[src/rtl/tgr_pkg.sv]
// Shared types, constants and register map of the touch gesture recognizer.
`default_nettype none

package tgr_pkg;

  // Default width of the tick timers and of the time since the first press.
  localparam int TIMER_BITS = 12;

  // Depth of the queue between the classifying front and the result back end.
  localparam int QUEUE_DEPTH = 4;

  // Widths of the payload and of the configuration port.
  localparam int COORD_W     = 8;
  localparam int GESTURE_W   = 3;
  localparam int CFG_TICK_W  = 12;
  localparam int CFG_INDEX_W = 3;
  localparam int CFG_DATA_W  = 12;

  // One input item causes at most two results.
  localparam int NUM_SLOTS = 2;
  localparam int COUNT_W   = 2;

  // Configuration register indexes.
  localparam logic [CFG_INDEX_W-1:0] REG_TAP_RADIUS         = 3'd0;
  localparam logic [CFG_INDEX_W-1:0] REG_SLIDE_MIN          = 3'd1;
  localparam logic [CFG_INDEX_W-1:0] REG_SINGLE_CLICK_TICKS = 3'd2;
  localparam logic [CFG_INDEX_W-1:0] REG_DOUBLE_CLICK_TICKS = 3'd3;
  localparam logic [CFG_INDEX_W-1:0] REG_LONG_PRESS_TICKS   = 3'd4;
  localparam logic [CFG_INDEX_W-1:0] REG_SCAN_TICKS         = 3'd5;

  // Register values after reset.
  localparam logic [COORD_W-1:0]    RST_TAP_RADIUS         = 8'd10;
  localparam logic [COORD_W-1:0]    RST_SLIDE_MIN          = 8'd50;
  localparam logic [CFG_TICK_W-1:0] RST_SINGLE_CLICK_TICKS = 12'd400;
  localparam logic [CFG_TICK_W-1:0] RST_DOUBLE_CLICK_TICKS = 12'd300;
  localparam logic [CFG_TICK_W-1:0] RST_LONG_PRESS_TICKS   = 12'd1200;
  localparam logic [CFG_TICK_W-1:0] RST_SCAN_TICKS         = 12'd20;

  // Gesture phase.
  typedef enum logic [1:0] {
    PH_IDLE     = 2'd0,
    PH_PRESSED  = 2'd1,
    PH_RELEASED = 2'd2,
    PH_LONG     = 2'd3
  } phase_t;

  // Gesture codes as reported.
  typedef enum logic [GESTURE_W-1:0] {
    G_SINGLE = 3'd0,
    G_DOUBLE = 3'd1,
    G_LONG   = 3'd2,
    G_UP     = 3'd3,
    G_DOWN   = 3'd4,
    G_LEFT   = 3'd5,
    G_RIGHT  = 3'd6
  } gesture_t;

  // Report kinds.
  localparam logic RK_POSITION = 1'b0;
  localparam logic RK_GESTURE  = 1'b1;

  // One result item.
  typedef struct packed {
    logic                 report_kind;
    logic [GESTURE_W-1:0] gesture;
    logic [COORD_W-1:0]   out_x;
    logic [COORD_W-1:0]   out_y;
    logic                 out_pressed;
  } result_t;

  // All results caused by one input item, oldest in slot 0.
  typedef struct packed {
    logic [COUNT_W-1:0]          count;
    result_t [NUM_SLOTS-1:0]     res;
  } bundle_t;

endpackage

`default_nettype wire

[src/rtl/tgr_front.sv]
// Front end: holds configuration and gesture state, classifies each item into results.
`default_nettype none

module tgr_front #(
  parameter int TIMER_BITS = tgr_pkg::TIMER_BITS
) (
  input  wire logic                                clk,
  input  wire logic                                rst,
  input  wire logic                                accept,
  input  wire logic                                kind,
  input  wire logic                                pressed,
  input  wire logic [tgr_pkg::COORD_W-1:0]         pos_x,
  input  wire logic [tgr_pkg::COORD_W-1:0]         pos_y,
  input  wire logic                                cfg_write,
  input  wire logic [tgr_pkg::CFG_INDEX_W-1:0]     cfg_index,
  input  wire logic [tgr_pkg::CFG_DATA_W-1:0]      cfg_data,
  output tgr_pkg::bundle_t                         bundle,
  output logic                                     bundle_valid
);

  localparam int CW = (TIMER_BITS > tgr_pkg::CFG_TICK_W) ? TIMER_BITS : tgr_pkg::CFG_TICK_W;
  localparam logic [TIMER_BITS-1:0] TMAX = '1;

  // Saturate a register value to the timer width.
  function automatic logic [TIMER_BITS-1:0] load_timer(
    input logic [tgr_pkg::CFG_TICK_W-1:0] v
  );
    logic [CW-1:0] ve;
    logic [CW-1:0] me;
    ve = CW'(v);
    me = CW'(TMAX);
    if (ve > me) begin
      load_timer = TMAX;
    end else begin
      load_timer = TIMER_BITS'(ve);
    end
  endfunction

  function automatic logic [tgr_pkg::COORD_W-1:0] absdiff(
    input logic [tgr_pkg::COORD_W-1:0] a,
    input logic [tgr_pkg::COORD_W-1:0] b
  );
    absdiff = (a > b) ? (a - b) : (b - a);
  endfunction

  // Configuration registers.
  logic [tgr_pkg::COORD_W-1:0]    tap_radius;
  logic [tgr_pkg::COORD_W-1:0]    slide_min;
  logic [tgr_pkg::CFG_TICK_W-1:0] single_click_ticks;
  logic [tgr_pkg::CFG_TICK_W-1:0] double_click_ticks;
  logic [tgr_pkg::CFG_TICK_W-1:0] long_press_ticks;
  logic [tgr_pkg::CFG_TICK_W-1:0] scan_ticks;

  // Gesture state.
  tgr_pkg::phase_t                phase, phase_next;
  logic [tgr_pkg::COORD_W-1:0]    first_x, first_x_next;
  logic [tgr_pkg::COORD_W-1:0]    first_y, first_y_next;
  logic [tgr_pkg::COORD_W-1:0]    held_x, held_x_next;
  logic [tgr_pkg::COORD_W-1:0]    held_y, held_y_next;
  logic [TIMER_BITS-1:0]          since_press, since_press_next;
  logic [TIMER_BITS-1:0]          long_count, long_count_next;
  logic [TIMER_BITS-1:0]          click_count, click_count_next;
  logic [TIMER_BITS-1:0]          scan_count, scan_count_next;

  // Decoded conditions.
  logic [tgr_pkg::COORD_W-1:0] px, py, dx, dy;
  logic [TIMER_BITS-1:0]       since_inc;
  logic near_p, near_h, dbl_ok, long_ok;
  logic f_scan, f_click, f_long;
  logic scan_emit, click_fire, single_emit, long_emit;
  logic slide_down, slide_up, slide_left, slide_right, any_slide;

  // A released sample reports the last pressed point.
  assign px = pressed ? pos_x : held_x;
  assign py = pressed ? pos_y : held_y;
  assign dx = absdiff(first_x, px);
  assign dy = absdiff(first_y, py);

  assign near_p = (dx < tap_radius) && (dy < tap_radius);
  assign near_h = (absdiff(first_x, held_x) < tap_radius) &&
                  (absdiff(first_y, held_y) < tap_radius);

  assign since_inc = (since_press < TMAX) ? (since_press + 1'b1) : since_press;

  assign dbl_ok  = near_p && (CW'(since_press) < CW'(double_click_ticks));
  assign long_ok = near_p && (CW'(since_inc) >= CW'(long_press_ticks));

  // A timer fires on the tick that takes it from one to zero.
  assign f_scan  = (scan_count == TIMER_BITS'(1));
  assign f_click = (click_count == TIMER_BITS'(1));
  assign f_long  = (long_count == TIMER_BITS'(1));

  assign scan_emit   = kind && f_scan && pressed;
  assign click_fire  = kind && f_click && (phase == tgr_pkg::PH_RELEASED);
  assign single_emit = click_fire && !pressed && near_h;
  assign long_emit   = kind && f_long && (phase == tgr_pkg::PH_PRESSED) && pressed && long_ok;

  // Slide direction on release, checked in priority order.
  assign slide_down  = (first_y < py) && (dx < dy) && (dy > slide_min);
  assign slide_up    = (first_y > py) && (dx < dy) && (dy > slide_min);
  assign slide_left  = (first_x > px) && (dx > dy) && (dx > slide_min);
  assign slide_right = (first_x < px) && (dx > dy) && (dx > slide_min);
  assign any_slide   = slide_down || slide_up || slide_left || slide_right;

  // Next state of the gesture machine and its timers.
  always_comb begin
    phase_next       = phase;
    first_x_next     = first_x;
    first_y_next     = first_y;
    held_x_next      = held_x;
    held_y_next      = held_y;
    since_press_next = since_press;
    long_count_next  = long_count;
    click_count_next = click_count;
    scan_count_next  = scan_count;
    if (accept) begin
      if (!kind) begin
        if (pressed) begin
          case (phase)
            tgr_pkg::PH_IDLE: begin
              first_x_next     = px;
              first_y_next     = py;
              held_x_next      = px;
              held_y_next      = py;
              phase_next       = tgr_pkg::PH_PRESSED;
              since_press_next = '0;
              long_count_next  = load_timer(long_press_ticks);
              scan_count_next  = load_timer(scan_ticks);
            end
            tgr_pkg::PH_RELEASED: begin
              if (dbl_ok) begin
                phase_next       = tgr_pkg::PH_IDLE;
                click_count_next = '0;
              end
            end
            default: ;
          endcase
        end else begin
          case (phase)
            tgr_pkg::PH_PRESSED: begin
              long_count_next = '0;
              scan_count_next = '0;
              if (any_slide) begin
                phase_next = tgr_pkg::PH_IDLE;
              end else begin
                phase_next       = tgr_pkg::PH_RELEASED;
                click_count_next = load_timer(single_click_ticks);
              end
            end
            tgr_pkg::PH_LONG: begin
              phase_next      = tgr_pkg::PH_IDLE;
              long_count_next = '0;
              scan_count_next = '0;
            end
            default: ;
          endcase
        end
      end else begin
        since_press_next = since_inc;
        scan_count_next  = (scan_count != '0) ? (scan_count - 1'b1) : scan_count;
        click_count_next = (click_count != '0) ? (click_count - 1'b1) : click_count;
        long_count_next  = (long_count != '0) ? (long_count - 1'b1) : long_count;
        if (scan_emit) begin
          held_x_next     = pos_x;
          held_y_next     = pos_y;
          scan_count_next = load_timer(scan_ticks);
        end
        if (click_fire) begin
          phase_next = tgr_pkg::PH_IDLE;
        end
        if (long_emit) begin
          phase_next = tgr_pkg::PH_LONG;
        end
      end
    end
  end

  // Results of the item: an optional position report, then an optional gesture.
  tgr_pkg::result_t pos_res, ges_res;
  logic             has_pos, has_ges;

  always_comb begin
    pos_res             = '0;
    pos_res.report_kind = tgr_pkg::RK_POSITION;
    pos_res.out_x       = px;
    pos_res.out_y       = py;
    pos_res.out_pressed = pressed;
    has_pos             = !kind || scan_emit;

    ges_res             = '0;
    ges_res.report_kind = tgr_pkg::RK_GESTURE;
    has_ges             = 1'b0;
    if (!kind) begin
      if (pressed && (phase == tgr_pkg::PH_RELEASED) && dbl_ok) begin
        has_ges         = 1'b1;
        ges_res.gesture = tgr_pkg::G_DOUBLE;
      end else if (!pressed && (phase == tgr_pkg::PH_PRESSED) && any_slide) begin
        has_ges = 1'b1;
        if (slide_down) begin
          ges_res.gesture = tgr_pkg::G_DOWN;
        end else if (slide_up) begin
          ges_res.gesture = tgr_pkg::G_UP;
        end else if (slide_left) begin
          ges_res.gesture = tgr_pkg::G_LEFT;
        end else begin
          ges_res.gesture = tgr_pkg::G_RIGHT;
        end
      end
    end else begin
      if (single_emit) begin
        has_ges         = 1'b1;
        ges_res.gesture = tgr_pkg::G_SINGLE;
      end else if (long_emit) begin
        has_ges         = 1'b1;
        ges_res.gesture = tgr_pkg::G_LONG;
      end
    end

    bundle = '0;
    if (has_pos) begin
      bundle.res[0] = pos_res;
      bundle.res[1] = ges_res;
      bundle.count  = has_ges ? tgr_pkg::COUNT_W'(2) : tgr_pkg::COUNT_W'(1);
    end else begin
      bundle.res[0] = ges_res;
      bundle.res[1] = ges_res;
      bundle.count  = has_ges ? tgr_pkg::COUNT_W'(1) : tgr_pkg::COUNT_W'(0);
    end
    bundle_valid = accept && (has_pos || has_ges);
  end

  // Configuration writes.
  always_ff @(posedge clk) begin
    if (rst) begin
      tap_radius         <= tgr_pkg::RST_TAP_RADIUS;
      slide_min          <= tgr_pkg::RST_SLIDE_MIN;
      single_click_ticks <= tgr_pkg::RST_SINGLE_CLICK_TICKS;
      double_click_ticks <= tgr_pkg::RST_DOUBLE_CLICK_TICKS;
      long_press_ticks   <= tgr_pkg::RST_LONG_PRESS_TICKS;
      scan_ticks         <= tgr_pkg::RST_SCAN_TICKS;
    end else if (cfg_write) begin
      case (cfg_index)
        tgr_pkg::REG_TAP_RADIUS:         tap_radius         <= cfg_data[tgr_pkg::COORD_W-1:0];
        tgr_pkg::REG_SLIDE_MIN:          slide_min          <= cfg_data[tgr_pkg::COORD_W-1:0];
        tgr_pkg::REG_SINGLE_CLICK_TICKS: single_click_ticks <= cfg_data;
        tgr_pkg::REG_DOUBLE_CLICK_TICKS: double_click_ticks <= cfg_data;
        tgr_pkg::REG_LONG_PRESS_TICKS:   long_press_ticks   <= cfg_data;
        tgr_pkg::REG_SCAN_TICKS:         scan_ticks         <= cfg_data;
        default: ;
      endcase
    end
  end

  // Gesture state registers.
  always_ff @(posedge clk) begin
    if (rst) begin
      phase       <= tgr_pkg::PH_IDLE;
      first_x     <= '0;
      first_y     <= '0;
      held_x      <= '0;
      held_y      <= '0;
      since_press <= '0;
      long_count  <= '0;
      click_count <= '0;
      scan_count  <= '0;
    end else begin
      phase       <= phase_next;
      first_x     <= first_x_next;
      first_y     <= first_y_next;
      held_x      <= held_x_next;
      held_y      <= held_y_next;
      since_press <= since_press_next;
      long_count  <= long_count_next;
      click_count <= click_count_next;
      scan_count  <= scan_count_next;
    end
  end

endmodule

`default_nettype wire

[src/rtl/tgr_fifo.sv]
// Short queue of result bundles between the front and the back end.
`default_nettype none

module tgr_fifo #(
  parameter int DEPTH = tgr_pkg::QUEUE_DEPTH
) (
  input  wire logic              clk,
  input  wire logic              rst,
  input  wire logic              push,
  input  tgr_pkg::bundle_t       push_data,
  output logic                   full,
  input  wire logic              pull,
  output tgr_pkg::bundle_t       pull_data,
  output logic                   empty
);

  localparam int PW = (DEPTH > 1) ? $clog2(DEPTH) : 1;
  localparam int CW = $clog2(DEPTH + 1);

  tgr_pkg::bundle_t entries [DEPTH];
  logic [PW-1:0]    wr_ptr, rd_ptr;
  logic [CW-1:0]    count;
  logic             do_push, do_pull;

  assign full      = (count == CW'(DEPTH));
  assign empty     = (count == '0);
  assign do_push   = push && !full;
  assign do_pull   = pull && !empty;
  assign pull_data = entries[rd_ptr];

  // Storage.
  always_ff @(posedge clk) begin
    if (do_push) begin
      entries[wr_ptr] <= push_data;
    end
  end

  // Pointers and fill count.
  always_ff @(posedge clk) begin
    if (rst) begin
      wr_ptr <= '0;
      rd_ptr <= '0;
      count  <= '0;
    end else begin
      if (do_push) begin
        wr_ptr <= (wr_ptr == PW'(DEPTH - 1)) ? '0 : (wr_ptr + 1'b1);
      end
      if (do_pull) begin
        rd_ptr <= (rd_ptr == PW'(DEPTH - 1)) ? '0 : (rd_ptr + 1'b1);
      end
      if (do_push && !do_pull) begin
        count <= count + 1'b1;
      end else if (do_pull && !do_push) begin
        count <= count - 1'b1;
      end
    end
  end

endmodule

`default_nettype wire

[src/rtl/tgr_back.sv]
// Back end: takes bundles from the queue and hands out their results one at a time.
`default_nettype none

module tgr_back (
  input  wire logic                              clk,
  input  wire logic                              rst,
  input  wire logic                              q_empty,
  input  tgr_pkg::bundle_t                       q_data,
  output logic                                   q_pull,
  input  wire logic                              pop,
  output logic                                   empty,
  output logic                                   report_kind,
  output logic [tgr_pkg::GESTURE_W-1:0]          gesture,
  output logic [tgr_pkg::COORD_W-1:0]            out_x,
  output logic [tgr_pkg::COORD_W-1:0]            out_y,
  output logic                                   out_pressed,
  output logic                                   last
);

  tgr_pkg::bundle_t cur;
  logic             have;
  logic             idx;
  logic             is_last;
  logic             taken;
  tgr_pkg::result_t head;

  assign head    = cur.res[idx];
  assign is_last = (cur.count == tgr_pkg::COUNT_W'(tgr_pkg::NUM_SLOTS)) ? idx : 1'b1;
  assign taken   = have && pop;
  assign q_pull  = !q_empty && (!have || (taken && is_last));

  // Result ports come straight from the holding register.
  assign empty       = !have;
  assign report_kind = head.report_kind;
  assign gesture     = head.gesture;
  assign out_x       = head.out_x;
  assign out_y       = head.out_y;
  assign out_pressed = head.out_pressed;
  assign last        = is_last;

  // Bundle holding register.
  always_ff @(posedge clk) begin
    if (q_pull) begin
      cur <= q_data;
    end
  end

  // Slot index and occupancy.
  always_ff @(posedge clk) begin
    if (rst) begin
      have <= 1'b0;
      idx  <= 1'b0;
    end else if (q_pull) begin
      have <= 1'b1;
      idx  <= 1'b0;
    end else if (taken) begin
      if (is_last) begin
        have <= 1'b0;
        idx  <= 1'b0;
      end else begin
        idx <= 1'b1;
      end
    end
  end

endmodule

`default_nettype wire

[src/rtl/touch_gesture_recognizer_core.sv]
// The first result of an item is registered in the queue and then in the output register
// before it shows on the result ports, when nothing older is waiting in either of them.
// Throughput: one item per cycle while the queue is not full; each item yields zero to
// two results, handed out one per cycle while pop is high, so the bundle queue sets the slack.
// Reset: synchronous and active high; state goes idle, timers stop, registers
// take their default values, and the queue and output register empty at once.
`default_nettype none

module touch_gesture_recognizer_core #(
  parameter int TIMER_BITS  = tgr_pkg::TIMER_BITS,
  parameter int QUEUE_DEPTH = tgr_pkg::QUEUE_DEPTH
) (
  input  wire logic                              clk,
  input  wire logic                              rst,
  input  wire logic                              push,
  output logic                                   full,
  input  wire logic                              kind,
  input  wire logic                              pressed,
  input  wire logic [tgr_pkg::COORD_W-1:0]       pos_x,
  input  wire logic [tgr_pkg::COORD_W-1:0]       pos_y,
  output logic                                   empty,
  input  wire logic                              pop,
  output logic                                   report_kind,
  output logic [tgr_pkg::GESTURE_W-1:0]          gesture,
  output logic [tgr_pkg::COORD_W-1:0]            out_x,
  output logic [tgr_pkg::COORD_W-1:0]            out_y,
  output logic                                   out_pressed,
  output logic                                   last,
  input  wire logic                              cfg_valid,
  output logic                                   cfg_ready,
  input  wire logic [tgr_pkg::CFG_INDEX_W-1:0]   cfg_index,
  input  wire logic [tgr_pkg::CFG_DATA_W-1:0]    cfg_data
);

  tgr_pkg::bundle_t front_bundle, q_data;
  logic             front_valid, q_empty, q_pull, accept;

  // The configuration port never stalls.
  assign cfg_ready = 1'b1;
  assign accept    = push && !full;

  // Front end: state update and classification.
  tgr_front #(
    .TIMER_BITS(TIMER_BITS)
  ) u_front (
    .clk          (clk),
    .rst          (rst),
    .accept       (accept),
    .kind         (kind),
    .pressed      (pressed),
    .pos_x        (pos_x),
    .pos_y        (pos_y),
    .cfg_write    (cfg_valid),
    .cfg_index    (cfg_index),
    .cfg_data     (cfg_data),
    .bundle       (front_bundle),
    .bundle_valid (front_valid)
  );

  // Queue between the two halves.
  tgr_fifo #(
    .DEPTH(QUEUE_DEPTH)
  ) u_fifo (
    .clk       (clk),
    .rst       (rst),
    .push      (front_valid),
    .push_data (front_bundle),
    .full      (full),
    .pull      (q_pull),
    .pull_data (q_data),
    .empty     (q_empty)
  );

  // Back end: serializes the results of each bundle.
  tgr_back u_back (
    .clk         (clk),
    .rst         (rst),
    .q_empty     (q_empty),
    .q_data      (q_data),
    .q_pull      (q_pull),
    .pop         (pop),
    .empty       (empty),
    .report_kind (report_kind),
    .gesture     (gesture),
    .out_x       (out_x),
    .out_y       (out_y),
    .out_pressed (out_pressed),
    .last        (last)
  );

endmodule

`default_nettype wire

[config.mk]
export PLATFORM = sky130hd
export DESIGN_NAME = touch_gesture_recognizer_core
export DESIGN_NICKNAME = d
export VERILOG_FILES = /design/src/rtl/tgr_pkg.sv /design/src/rtl/tgr_front.sv /design/src/rtl/tgr_fifo.sv /design/src/rtl/tgr_back.sv /design/src/rtl/touch_gesture_recognizer_core.sv
export SDC_FILE = /design/constraint.sdc
export NUM_CORES = 1
export LEC_CHECK = 0
export BUFFER_PORTS_ARGS = -buffer_cell sky130_fd_sc_hd__buf_2
export CORE_MARGIN = 8
export CORE_UTILIZATION = 50
export CTS_CLUSTER_DIAMETER = 200
export DETAILED_ROUTE_END_ITERATION = 7
export PLACE_DENSITY = 0.75
export SYNTH_ARGS = -nofsm -noshare
export SYNTH_HDL_FRONTEND = slang
export SYNTH_SLANG_ARGS = --single-unit
export TNS_END_PERCENT = 10
[constraint.sdc]
create_clock -name clk -period 11.4 [get_ports clk]
set_clock_uncertainty 0.15 [all_clocks]
set_input_delay 0.57 -clock clk [delete_from_list [all_inputs] [get_ports clk]]
set_output_delay 0.57 -clock clk [all_outputs]
set_load 0.01 [all_outputs]
==> flow_metrics.py <==
metrics = {
    "synth": {
        "synthTopCellsByCount": "nand2_1 (172), nor2_1 (170), dfxtp_1 (155)",
        "syn-cell-area_mm2": 0.0163,
        "netlist_instances": 1685,
        "synth.area.top_cells": "edfxtp_1 (24%), dfxtp_1 (19%), ha_1 (12%)",
        "synthDominantCellAreaShare": 0.239,
        "synth_async_sr_flop_share": 0,
        "synth-main-ff-cell": "dfxtp_1",
        "avgSynthCellArea_um2": 9.69,
        "synth_seq_cells": 285,
        "synth_cell_types": 79,
        "synth.most_common_cell": "nand2_1",
        "synth_top_area_cell": "edfxtp_1",
        "synth-edff-count": 130,
        "ys_seq_area_frac": 0.429,
        "yosys_warnings": 0,
    },
    "sta": {
        "fin_crit_ns": 7.98,
        "rsz0062_at_grt": "no",
        "worst-slew-pin-transition_ns": 1.18,
        "setup_viol": 0,
        "final_hold_viol_count": 0,
        "finalMaxSlewViolations": 0,
        "timing.final.crit_share": 0.700,
        "setup_ws_ns": 3.42,
        "slew_headroom": 0.208,
        "fin_tns_setup_ns": 0,
        "max_clock_freq_ghz": 0.125,
    },
    "floorplan": {
        "die_h_um": 197,
        "core_mm2": 0.0324,
        "ioPinCount": 63,
        "num_rows": 66,
        "die_w_um": 197,
        "die-area_mm2": 0.0387,
        "initial_utilization": 0.505,
    },
    "setup_path": {
        "critPathCaptureType": "flip-flop",
        "crit_required_ns": 11.72,
        "startpoint_type": "primary input",
        "cpPeakStageDelay_ns": 0.78,
        "cp_max_fo": 34,
        "critPathKind": "primary input to flip-flop",
        "crit_path_top_delay_cell": "o22ai_1",
        "r2r_cells": 29,
        "cp_data_arrival_time_ns": 8.31,
    },
    "cells_and_area": {
        "largest_reg_flops": 104,
        "final-seq-area_mm2": 0.00701,
        "reg_top3": "u_fifo.entries (104), u_back.cur (26)",
        "nFillCells": 2834,
        "syn2layout_area_growth_pct": 10.9,
        "antenna_cells": 0,
        "final_layout_size_suffix_gt1_frac": 0.107,
        "multi_input_area_mm2": 0.00859,
        "top_register": "u_fifo.entries",
        "nets": 1934,
    },
    "global_route": {
        "grt_usage": 0.205,
        "grt_overflow": 0,
        "antenna_found_initial": 0,
        "grt_pass1_vias": 12400,
        "grt_pass1_wl_um": 65000,
        "grt_max_degree": 80,
    },
    "pwr": {
        "vdd_ir_drop_max_mv": 0.113,
        "p_switching_mw": 1.24,
        "p_per_area_mw_per_mm2": 199,
        "p_sw_frac": 0.343,
        "power.internal_mw": 2.37,
        "p_seq_frac": 0.365,
        "leakage_nw": 7.28,
        "power_frac_clock": 0.276,
        "power_mw": 3.61,
        "p_comb_frac": 0.358,
    },
    "route": {
        "via_per_inst": 5.74,
        "num_vias": 12600,
        "first_iter_violations": 1037,
        "drt-total-wl_um": 40400,
        "drt_first_pass_iters": 5,
        "route.detailed.drc": 0,
        "post_drt_wl_per_cell_um": 18.4,
        "ant_nets": 0,
    },
    "clocking": {
        "cts_setup_buffers": 0,
        "htreeDepth": 1,
        "cts.path.max_buffers": 3,
        "cts_num_sinks": 285,
        "hold_buffers": 0,
        "cts-root-buf": "clkbuf_16",
        "cts_buffers": 30,
        "cts_tree": "built",
        "cts_resized": 0,
        "clk_pin_slew_worst_paths_ns": 0.06,
        "insertion_delay_ns": 0.57,
    },
    "place": {
        "port_buffers": 61,
        "gp_congestion": 0.936,
        "place_ws_ns": 3.03,
        "dp_hpwl_um": 28700,
    },
    "min_path": {
        "hold_depth": 3,
        "hp-class": "primary input to flip-flop",
    },
    "flow_run": {
        "max_cap_viol_count": 0,
    },
    "status": {
        "outcome": "finished, final reports clean",
    },
}
## final timing paths
check	start	slack [ns]	to
worst max-delay path	pressed	3.42	u_fifo.count[2]
worst min-delay path	pos_x[4]	0.10	u_front.held_x[4]
worst max register to register	u_front.held_y[0]	3.82	u_fifo.count[2]
worst min register to register	u_front.double_click_ticks[6]	0.31	u_front.double_click_ticks[6]
## power groups by stage
stage	clock network [mW]	logic [mW]	registers (mW)
6_report	0.997	1.29	1.32
5_1_grt	1.06	1.44	1.34
4_1_cts	1.01	1.29	1.32
3_5_place_dp	0	1.28	1.34
3_3_place_gp	0	1.25	1.34
2_1_floorplan	0	1.01	1.29
## per-layer routing
metal,global-route usage,vias up,part of all wire
met1,0.276,6066,0.45
met4,0.0596,0,0.024
met3,0.0261,68,0.061
met5,0,-,0
li1,-,6113,-
met2,0.343,389,0.47
## worst max-delay path, delay by kind of cell
| kind | cells | cell delay, ns |
|---|---|---|
| mux | 2 | 0.69 |
| buf+inv | 6 | 0.84 |
| fa+ha+maj | 6 | 1.71 |
| xor+xnor | 2 | 0.49 |
| compound gates | 11 | 2.98 |
| simple gates | 4 | 0.91 |
## through the flow
stage | std cells | utilization | cell area, µm² | hold slack, ns
global placement | 2146 | 0.528 | 17100 | 0.293
CTS | 2201 | 0.559 | 18100 | 0.0918
floorplan | 1692 | - | 16400 | 0.281
finish | 2201 | 0.559 | 18100 | 0.104
global route | 2201 | 0.559 | 18100 | 0.109
detailed placement | 2146 | 0.528 | 17100 | 0.297
## cell type report
type / count / area share
Multi-Input combinational cell: 1206 / 0.475
Sequential cell: 285 / 0.387
Clock buffer: 38 / 0.0461
Tap cell: 442 / 0.0305
Inverter: 135 / 0.0280
Timing Repair Buffer: 78 / 0.0240
Clock inverter: 17 / 0.00981
## cell families after synthesis
logic type / after synthesis / share of synthesized area
adder cells (fa/ha/maj): 160 / 0.127
buffers and inverters: 201 / 0.0473
AND/OR/NAND/NOR: 523 / 0.147
AO/OA/AOI/OAI: 379 / 0.149
flip-flops: 285 / 0.429
XOR/XNOR: 42 / 0.0225
other: 2 / 0.000460
multiplexers: 93 / 0.0780
## placed cells by master, fill, tap and decap left out, types with 10 or more instances in the layout
cell	count
nand2_1	172
nor2_1	170
dfxtp_1	154
ha_1	151
a21oi_1	141
inv_1	135
edfxtp_1	130
buf_2	60
mux2i_1	53
o21ai_0	48
nor3_1	33
nand3_1	31
nor2b_1	31
clkbuf_16	31
a211oi_1	30
xnor2_1	26
mux4_2	26
a21o_1	23
o211ai_1	22
nand4_1	20
a22oi_1	20
buf_4	18
xor2_1	16
mux2_2	14
nand2b_1	11
a31oi_1	11
or3_1	10
Note: power is estimated with default switching activity, not from simulation.
